==> src/rtl/tpq_pkg.sv <==
// Shared widths, status codes and action codes of the threshold priority queue.
package tpq_pkg;

    localparam int AGE_W        = 7;
    localparam int PLATE_PORT_W = 56;
    localparam int STATUS_W     = 2;

    localparam logic [AGE_W-1:0] PRIO_AGE_RESET = AGE_W'(60);

    typedef enum logic [STATUS_W-1:0] {
        ST_DONE  = 2'd0,
        ST_FULL  = 2'd1,
        ST_EMPTY = 2'd2
    } t_status;

    typedef enum logic {
        ACT_ENQ = 1'b0,
        ACT_DEQ = 1'b1
    } t_action;

endpackage

==> src/rtl/threshold_priority_queue_core.sv <==
// Threshold priority queue: bounded circular-buffer queue with sorted priority insert.
// An item is taken when start is high and busy is low; its single result shows on
// o_valid for one cycle and cannot be stalled. A full enqueue or an empty dequeue
// answers from idle without touching the RAM; a dequeue reads the head entry, then
// returns it; a plain tail enqueue writes at the tail. A priority enqueue scans from the
// head, one RAM read and one compare per examined entry, then moves every entry behind
// the insert point one slot toward the tail (one RAM read, one RAM write each), working
// back from the tail, and then writes the new entry. The single-port entry RAM is why
// each read and each write takes its own state.
module threshold_priority_queue_core #(
    parameter int QUEUE_DEPTH = 16,
    parameter int PLATE_CHARS = 7
) (
    input  logic                               i_clk,
    input  logic                               i_rst_n,
    input  logic                               start,
    output logic                               busy,
    input  logic                               i_action,
    input  logic [tpq_pkg::PLATE_PORT_W-1:0]   i_plate,
    input  logic [tpq_pkg::AGE_W-1:0]          i_driver_age,
    output logic                               o_valid,
    output logic [tpq_pkg::PLATE_PORT_W-1:0]   o_out_plate,
    output logic [tpq_pkg::STATUS_W-1:0]       o_status,
    input  logic                               i_cfg_valid,
    output logic                               o_cfg_ready,
    input  logic [tpq_pkg::AGE_W-1:0]          i_cfg_data
);

    localparam int AGE_W   = tpq_pkg::AGE_W;
    localparam int PORT_W  = tpq_pkg::PLATE_PORT_W;
    localparam int PLATE_W = (PLATE_CHARS * 8 > PORT_W) ? PORT_W : PLATE_CHARS * 8;
    localparam int ENTRY_W = PLATE_W + AGE_W;
    localparam int IDX_W   = $clog2(QUEUE_DEPTH);
    localparam int OCC_W   = $clog2(QUEUE_DEPTH + 1);

    typedef enum logic [2:0] {
        S_IDLE,
        S_SCAN_RD,
        S_SCAN_CMP,
        S_SHIFT_RD,
        S_SHIFT_WR,
        S_WRITE,
        S_DQ_RD,
        S_DQ_OUT
    } t_state;

    t_state                 r_state, n_state;
    logic [IDX_W-1:0]       r_head, n_head;
    logic [OCC_W-1:0]       r_occ, n_occ;
    logic [OCC_W-1:0]       r_idx, n_idx;
    logic [OCC_W-1:0]       r_pos, n_pos;
    logic [PLATE_W-1:0]     r_plate, n_plate;
    logic [AGE_W-1:0]       r_age, n_age;
    logic [AGE_W-1:0]       r_prio;
    logic                   r_valid, n_valid;
    logic [PORT_W-1:0]      r_out_plate, n_out_plate;
    tpq_pkg::t_status       r_status, n_status;

    logic [OCC_W-1:0]       lidx;
    logic [OCC_W:0]         addr_sum;
    logic [OCC_W:0]         addr_wrap;
    logic [IDX_W-1:0]       ram_addr;
    logic                   ram_we;
    logic [ENTRY_W-1:0]     ram_wdata;
    logic [ENTRY_W-1:0]     ram_rdata;
    logic [AGE_W-1:0]       rd_age;
    logic [PLATE_W-1:0]     rd_plate;
    logic                   accept;
    logic                   full;

    // shared address unit: logical index -> physical slot (head relative, wraps once)
    assign lidx      = (r_state == S_SHIFT_RD) ? (r_idx - OCC_W'(1)) : r_idx;
    assign addr_sum  = {1'b0, OCC_W'(r_head)} + {1'b0, lidx};
    assign addr_wrap = (addr_sum >= (OCC_W+1)'(QUEUE_DEPTH))
                     ? (addr_sum - (OCC_W+1)'(QUEUE_DEPTH)) : addr_sum;
    assign ram_addr  = addr_wrap[IDX_W-1:0];

    assign ram_we    = (r_state == S_SHIFT_WR) || (r_state == S_WRITE);
    assign ram_wdata = (r_state == S_WRITE) ? {r_plate, r_age} : ram_rdata;
    assign rd_age    = ram_rdata[AGE_W-1:0];
    assign rd_plate  = ram_rdata[ENTRY_W-1:AGE_W];

    tpq_ram #(
        .WIDTH (ENTRY_W),
        .DEPTH (QUEUE_DEPTH)
    ) u_ram (
        .i_clk   (i_clk),
        .i_we    (ram_we),
        .i_addr  (ram_addr),
        .i_wdata (ram_wdata),
        .o_rdata (ram_rdata)
    );

    assign accept = start && (r_state == S_IDLE);
    assign full   = (r_occ == OCC_W'(QUEUE_DEPTH));

    always_comb begin
        n_state     = r_state;
        n_head      = r_head;
        n_occ       = r_occ;
        n_idx       = r_idx;
        n_pos       = r_pos;
        n_plate     = r_plate;
        n_age       = r_age;
        n_valid     = 1'b0;
        n_out_plate = '0;
        n_status    = tpq_pkg::ST_DONE;
        case (r_state)
            S_IDLE: begin
                if (accept) begin
                    if (i_action == tpq_pkg::ACT_DEQ) begin
                        if (r_occ == '0) begin
                            n_valid  = 1'b1;
                            n_status = tpq_pkg::ST_EMPTY;
                        end else begin
                            n_idx   = '0;
                            n_state = S_DQ_RD;
                        end
                    end else if (full) begin
                        n_valid  = 1'b1;
                        n_status = tpq_pkg::ST_FULL;
                    end else begin
                        n_plate = i_plate[PLATE_W-1:0];
                        n_age   = i_driver_age;
                        if (i_driver_age >= r_prio) begin
                            n_idx   = '0;
                            n_state = S_SCAN_RD;
                        end else begin
                            n_idx   = r_occ;
                            n_pos   = r_occ;
                            n_state = S_SHIFT_RD;
                        end
                    end
                end
            end
            S_SCAN_RD: begin
                if (r_idx == r_occ) begin
                    // no lower age stored: tail insert
                    n_pos   = r_occ;
                    n_state = S_SHIFT_RD;
                end else begin
                    n_state = S_SCAN_CMP;
                end
            end
            S_SCAN_CMP: begin
                if (rd_age < r_age) begin
                    n_pos   = r_idx;
                    n_idx   = r_occ;
                    n_state = S_SHIFT_RD;
                end else begin
                    n_idx   = r_idx + OCC_W'(1);
                    n_state = S_SCAN_RD;
                end
            end
            S_SHIFT_RD: begin
                if (r_idx == r_pos) begin
                    n_state = S_WRITE;
                end else begin
                    n_state = S_SHIFT_WR;
                end
            end
            S_SHIFT_WR: begin
                n_idx   = r_idx - OCC_W'(1);
                n_state = S_SHIFT_RD;
            end
            S_WRITE: begin
                n_occ   = r_occ + OCC_W'(1);
                n_valid = 1'b1;
                n_state = S_IDLE;
            end
            S_DQ_RD: begin
                n_state = S_DQ_OUT;
            end
            S_DQ_OUT: begin
                n_out_plate = PORT_W'(rd_plate);
                n_valid     = 1'b1;
                n_occ       = r_occ - OCC_W'(1);
                n_head      = (r_head == IDX_W'(QUEUE_DEPTH - 1)) ? '0 : r_head + IDX_W'(1);
                n_state     = S_IDLE;
            end
            default: begin
                n_state = S_IDLE;
            end
        endcase
    end

    always_ff @(posedge i_clk) begin
        if (!i_rst_n) begin
            r_state <= S_IDLE;
            r_head  <= '0;
            r_occ   <= '0;
            r_valid <= 1'b0;
            r_prio  <= tpq_pkg::PRIO_AGE_RESET;
        end else begin
            r_state <= n_state;
            r_head  <= n_head;
            r_occ   <= n_occ;
            r_valid <= n_valid;
            if (i_cfg_valid) begin
                r_prio <= i_cfg_data;
            end
        end
        r_idx       <= n_idx;
        r_pos       <= n_pos;
        r_plate     <= n_plate;
        r_age       <= n_age;
        r_out_plate <= n_out_plate;
        r_status    <= n_status;
    end

    assign busy        = (r_state != S_IDLE);
    assign o_valid     = r_valid;
    assign o_out_plate = r_out_plate;
    assign o_status    = r_status;
    assign o_cfg_ready = 1'b1;

endmodule

==> src/rtl/tpq_ram.sv <==
// Generic single-port RAM with registered read.
module tpq_ram #(
    parameter int WIDTH = 8,
    parameter int DEPTH = 16
) (
    input  logic                     i_clk,
    input  logic                     i_we,
    input  logic [$clog2(DEPTH)-1:0] i_addr,
    input  logic [WIDTH-1:0]         i_wdata,
    output logic [WIDTH-1:0]         o_rdata
);

    logic [WIDTH-1:0] r_mem [DEPTH];
    logic [WIDTH-1:0] r_rdata;

    always_ff @(posedge i_clk) begin
        if (i_we) begin
            r_mem[i_addr] <= i_wdata;
        end
        r_rdata <= r_mem[i_addr];
    end

    assign o_rdata = r_rdata;

endmodule

==> config.mk <==
export PLATFORM = sky130hd
export DESIGN_NAME = threshold_priority_queue_core
export DESIGN_NICKNAME = d
export VERILOG_FILES = /design/src/rtl/tpq_pkg.sv /design/src/rtl/threshold_priority_queue_core.sv /design/src/rtl/tpq_ram.sv
export SDC_FILE = /design/constraint.sdc
export NUM_CORES = 1
export LEC_CHECK = 0
export BUFFER_PORTS_ARGS = -buffer_cell sky130_fd_sc_hd__buf_2
export CAP_MARGIN = 20
export CORE_MARGIN = 2
export CORE_UTILIZATION = 52
export DETAILED_ROUTE_END_ITERATION = 12
export PLACE_DENSITY = 0.82
export SYNTH_ARGS = -nofsm -noshare
export SYNTH_HDL_FRONTEND = slang
export SYNTH_SLANG_ARGS = --single-unit
export TNS_END_PERCENT = 50
==> constraint.sdc <==
create_clock -name i_clk -period 6.48 [get_ports i_clk]
set_clock_uncertainty 0.05 [all_clocks]
set_input_delay 0.972 -clock i_clk [delete_from_list [all_inputs] [get_ports i_clk]]
set_output_delay 0.972 -clock i_clk [all_outputs]
set_load 0.005 [all_outputs]
After elaboration in Yosys (flattened, before gate mapping)
Memories as Yosys holds them, arrays and structs flattened. A register that Yosys moved wholly into a read port is not among the register bits. Index checks and enable logic that the tools add are counted.

Add/subtract/negate cells: 7. $lt $le $gt $ge: 3. Equal/unequal tests: 19. Muxes and demuxes: 38. Bitwise gates (word level): 2. Reduce and logical (&&, ||, !) cells: 14.

Operator list (count): 2-to-1 mux 5 bit (13); 2-to-1 mux 63 bit (1); case mux 5 bit (3 select lines) (2); case mux 3 bit (7 select lines) (1); equality test 3 bit (second input constant) (4); 2-to-1 mux 3 bit (4); inequality test 2 bit (second input constant) (6); adder 5 x 1 -> 5 bit (second input constant) (2); equality test 5 bit (2); case mux 5 bit (2 select lines) (1); subtractor 5 x 1 -> 5 bit (second input constant) (2); 2-to-1 mux 1 bit (9); nonzero test 3 bit (3); 2-to-1 mux 2 bit (4); 2-to-1 mux 4 bit (2); AND reduction 4 bit (2); >= comparator 7 bit (1); less-than comparator 7 bit (1); AND reduction 7 bit (1); adder 4 x 5 -> 6 bit (1); equality test 3 x 2 -> 1 bit (second input constant) (2); >= comparator 6 x 5 -> 1 bit (second input constant) (1); inequality test 3 bit (second input constant) (2); equality test 5 bit (second input constant) (1); other kinds (14) (15).

Bits in registers: 151. RAM bits: 1008. Input bits: 75. Output and inout port bits: 61. Word-level logic and storage cells: 95. Memories: 1.

Memories: u_ram.r_mem (words 16, bits a word 63, rd ports 1, clocked after memory_dff 1, wr ports 1, line tpq_ram.sv:13) `logic [WIDTH-1:0] r_mem [DEPTH];`.

Logic depth before layout (Yosys ltp)
Depth after elaboration: 6. Gate-level depth with buffers: 15. Depth with buffers taken out: 12.

Hierarchy
From an unflattened synthesis, not the netlist that was laid out.

Cell total of the unflattened synthesis: 2142. Area total of the unflattened synthesis: 45408.6 um^2.

Modules (own cells, without submodules): tpq_ram (instances 1, cells each 1624, area an instance 38952.4 um^2); threshold_priority_queue_core (instances 1, cells each 518, area an instance 6456.2 um^2).

Worst setup path after synthesis
Ideal clock, no wire load.

Kind: register to register. Start point: reg r_idx[1]. End point: mem u_ram.r_mem[13][0] (netlist bit) (enable). Library setup time: 0.485 ns. Arrival time: 5.574 ns. Data required time: 5.945 ns. Setup slack: 0.372 ns. Cell stages (with the launch flop): 13. Buffers on the path: 4. Period minus slack after synthesis: 6.108 ns. Cells stage by stage: edfxtp_1 > clkbuf_1 > inv_1 > ha_1 > o21ai_0 > inv_1 > fa_1 > xnor2_2 > buf_4 > buf_2 > clkbuf_1 > nand2_1 > nor2_1.

Cells in the longest elaborated chain, start to end: 5. Elaborated cells on any way between the ends: 6. Those cells by class: add/sub: 3; order compare: 1; mux: 2.

RTL lines: start, declared (line threshold_priority_queue_core.sv:50) `logic [OCC_W-1:0] r_idx, n_idx;`; start signal, assigned (line threshold_priority_queue_core.sv:203) `r_idx <= n_idx;`; subtractor 5 x 1 -> 5 bit (line threshold_priority_queue_core.sv:72) `assign lidx = (r_state == S_SHIFT_RD) ? (r_idx - OCC_W'(1)) : r_idx;`; 2-to-1 mux 5 bit * (line threshold_priority_queue_core.sv:72); adder 4 x 5 -> 6 bit * (line threshold_priority_queue_core.sv:73) `assign addr_sum = {1'b0, OCC_W'(r_head)} + {1'b0, lidx};`; >= comparator 6 x 5 -> 1 bit or subtractor 4 x 1 -> 4 bit (tied branches) (line threshold_priority_queue_core.sv:74, threshold_priority_queue_core.sv:75); 2-to-1 mux 4 bit * (line threshold_priority_queue_core.sv:75) `? (addr_sum - (OCC_W+1)'(QUEUE_DEPTH)) : addr_sum;`; end, declared (line tpq_ram.sv:13).

Every way passes the cells marked *; elsewhere a longest branch is shown, timed or not.

Final worst setup path
Start point: reg r_idx[0]. End point: mem u_ram.r_mem[11][38] (netlist bit) (enable).

Same word-level chain as after synthesis.

==> summary.md <==
| Metric | Value |
|---|---|
| Status | `finished clean` |
| Clock transition at path regs | `0.06 ns` |
| WHS Endpoint | `o_out_plate[34]` |
| Synth warnings | `0` |
| I/O pins | `136` |
| Worst skew pair latency | `0.69 ns` |
| Post-Syn Instances | `2,186` |
| Peak VDD IR | `0.449 mV` |
| GRT overflow | `0` |
| Most used DFF post-synth | `edfxtp_1` |
| Period Utilization, post-route | `81.5%` |
| Share of layout cells above drive strength 1 | `26.3%` |
| Synth cell types | `52` |
| Register area share after synthesis | `76.7%` |
| Via Count | `22,300` |
| Setup violators final | `0` |
| DRC | `0` |
| CTS resizes | `0` |
| Sw Ratio | `29.6%` |
| Family with the most delay on the worst path | `simple AND/OR/NAND/NOR gates` |
| Area leader, netlist | `edfxtp_1` |
| Max cap viols | `0` |
| Post-synth EDFFs | `1,081` |
| Nets@finish | `2,462` |
| WS Path Type | `reg -> reg` |
| Seq cells post-synth | `1,222` |
| Worst reg-to-reg path cell count | `13` |
| Pre-antenna DRT Iters | `6` |
| Synth top area cells | `edfxtp_1, mux4_2, dfxtp_1` |
| Worst R2R Start | `r_idx[0]` |
| Post-CTS Hold Buffers | `0` |
| Initial antenna violation count | `5` |
| Worst Path Max Fanout | `27` |
| Wire length per cell | `27.7 um` |
| Comb pwr share | `27.0%` |
| Setup WS post-layout | `1.20 ns` |
| Final slew viol count | `0` |
| Post-route ant nets | `0` |
| Endpoint class of the critical path | `register` |
| Int Pwr | `16,900 uW` |
| Reg-to-Reg End | `u_ram.r_mem[11][38]` |
| Largest stage delay, worst path | `0.73 ns` |
| FFs w/ async S/R, synth | `0%` |
| Hold Path Cell Cnt | `1` |
| Port buffer count | `134` |
| Fill cells | `5,806` |
| FP Rows | `109` |
| Chip Width | `301 um` |
| Post-CTS Setup Bufs | `0` |
| Clock Tree Root | `clkbuf_16` |
| Core Area | `88,000 um^2` |
| Power Dens Cells | `458 nW/um^2` |
| Max Fclk | `189 MHz` |
| Total wire length | `100,000 um` |
| Worst-Margin Slew | `1.19 ns` |
| Sequential share of power | `43.7%` |
| Hold Path Class | `reg -> reg` |
| Net Sw Power | `7090 uW` |
| Rel. slew slack | `20.4%` |
| Worst setup SP type | `register` |
| Fin. Hold Viols | `0` |
| Vias per Instance | `6.15` |
| CP required | `6.75 ns` |
| Post-DP HPWL | `49,000 um` |
| TritonCTS clock tree | `built` |
| Max Buffers Root-to-Sink | `3` |
| Mapped Nets | `2,286` |
| Placement Setup Slack | `1.39 ns` |
| Area fraction of the dominant cell type after synthesis | `70.6%` |
| Flop2flop setup slack | `1.20 ns` |
| Slowest CP cell | `xor2_2` |
| Mapped Area | `46,000 um^2` |
| Initial Utilization | `52.3%` |
| CP Data Arrival Time | `5.55 ns` |
| Total CTS buffers | `115` |
| GPL Wtd Cong | `0.836` |
| Drt initial violations | `2,682` |
| Avg Inst Size Synth | `21.0 um^2` |
| Fin crit period | `5.28 ns` |
| H-tree depth | `3` |
| Buffers and inverters on the worst path | `3` |
| Clock Sinks | `1,222` |
| Die Y | `301 um` |
| Clock power share | `29.3%` |
| HP Start | `u_ram.o_rdata[41]` |
| Gr usage total | `22.3%` |
| Vias in the first global route | `23,300` |
| TNS Setup | `0 ns` |
| RSZ-0062 raised after global routing | `no` |
| Global-route wire length before repair | `150,000 um` |
| Static Leakage | `0.0176 uW` |
| CP cell instances | `inv_1 -> ha_1 -> inv_1 -> nor2_1 -> xor2_1 -> ha_1 -> a21oi_1 -> nand2_1 -> xnor2_2 -> xor2_2 -> nand2_1 -> nor2_4 -> buf_4` |
| Area growth from synthesis to layout | `13.7%` |
| ANT cells | `0` |
| Largest net degree at the start of global routing | `106` |
| Die ar. | `90,800 um^2` |
==> power groups by stage <==
stage,logic (uW),clock network (uW),registers (uW)
final,6470,7010,10500
after CTS,6480,7090,10500
after global placement,6040,0,10600
after floorplan,4750,0,10400
after global routing,6940,7360,10500
after detailed placement,6300,0,10600
==> cell usage in the layout (no fill, tap or decap), types with 12 or more instances in the layout <==
cell type,n
clkbuf_8,12
clkbuf_16,118
clkinv_2,26
ha_1,22
a21oi_1,12
a31oi_1,21
clkbuf_1,22
nor2b_1,22
nor2_4,16
buf_4,18
dfxtp_1,141
mux2i_1,132
buf_2,134
buf_12,17
mux2_1,55
nor2_1,15
xnor2_1,15
bufinv_16,14
inv_1,21
and2_1,61
mux4_2,252
edfxtp_1,1081
a211oi_1,19
nand2_1,85
==> worst max-delay path by stage <==
stage                           to  cells after the start  slack [ns]        from
5_1_grt        u_ram.r_mem[11][16]                     11        0.84  r_state[0]
3_5_place_dp   u_ram.r_mem[11][35]                     13        1.39    r_idx[0]
6_report       u_ram.r_mem[11][38]                     13        1.20    r_idx[0]
3_3_place_gp   u_ram.r_mem[11][39]                     13        1.51    r_idx[0]
4_1_cts        u_ram.r_mem[11][41]                     13        1.24    r_idx[0]
2_1_floorplan   u_ram.r_mem[13][0]                     12        0.37    r_idx[1]
==> worst register-to-register path: stages, from the launching register on <==
cell      delay, ns
edfxtp_1       0.54
inv_1          0.14
ha_1           0.22
inv_1          0.06
nor2_1         0.12
xor2_1         0.23
ha_1           0.36
a21oi_1        0.18
nand2_1        0.11
xnor2_2        0.36
xor2_2         0.73
nand2_1        0.50
nor2_4         0.71
buf_4          0.55
==> per-stage QoR <==
step | utilization (%) | std cells | cell area [um^2] | total power, uW | hold WS, ns
6_report | 59.4 | 3629 | 52300 | 24000 | 0.407
5_1_grt | 59.4 | 3629 | 52300 | 24800 | 0.388
4_1_cts | 59.4 | 3626 | 52200 | 24000 | 0.371
3_5_place_dp | 54.8 | 3407 | 48200 | 16900 | 0.389
3_3_place_gp | 54.8 | 3407 | 48200 | 16600 | 0.388
2_1_floorplan | - | 2186 | 46000 | 15200 | 0.374
==> sequential cells by signal (all words and copies together) (netlist names) <==
register / count
u_ram.r_mem: 1008
u_ram.o_rdata: 63
o_out_plate: 56
r_plate: 56
r_age: 7
r_prio: 7
r_idx: 5
r_occ: 5
r_pos: 5
r_head: 4
r_state: 3
o_status: 2
o_valid: 1
==> synth_stat cells (all sizes together) (8+ instances only) <==
cell / count
buf: 53
xnor2: 18
o21ai: 15
a21oi: 12
clkbuf: 58
a211oi: 19
edfxtp: 1081
nor2: 31
xor2: 13
nor2b: 22
a31oi: 21
nand2: 85
mux4: 252
mux2i: 132
and2: 61
a21o: 8
ha: 23
dfxtp: 141
inv: 22
mux2: 60
nand3: 10
==> logic make-up after synthesis <==
kind of cell / after synthesis / share of synthesized area (%)
DFF: 1222 / 76.7
and+or+nand+nor: 236 / 2.60
xor gates and xnor gates: 31 / 0.640
buffers and inverters: 133 / 1.24
muxes: 444 / 16.7
adders and majority gates: 25 / 0.713
other: 1 / 0.00816
AOI/OAI and AO/OA: 94 / 1.37
==> cell type report <==
| class | instances | area (um^2) | area share (%) |
|---|---|---|---|
| clock buffers | 151 | 3190 | 6.10 |
| repair buffers | 170 | 1160 | 2.22 |
| clock inverters | 68 | 791 | 1.51 |
| inverters | 22 | 82.6 | 0.158 |
| multi-input cells | 831 | 10300 | 19.7 |
| well taps | 1165 | 1460 | 2.79 |
| flip-flops and latches | 1222 | 35300 | 67.5 |
==> layer usage <==
metal	track usage, %	wire length (um)	vias up
met4	7.70	3080	2
li1	-	-	9212
met2	37.5	51200	1249
met1	29.8	38000	11600
met3	3.60	8000	222
met5	0	12	-
Power figures use the tool's default switching activity.
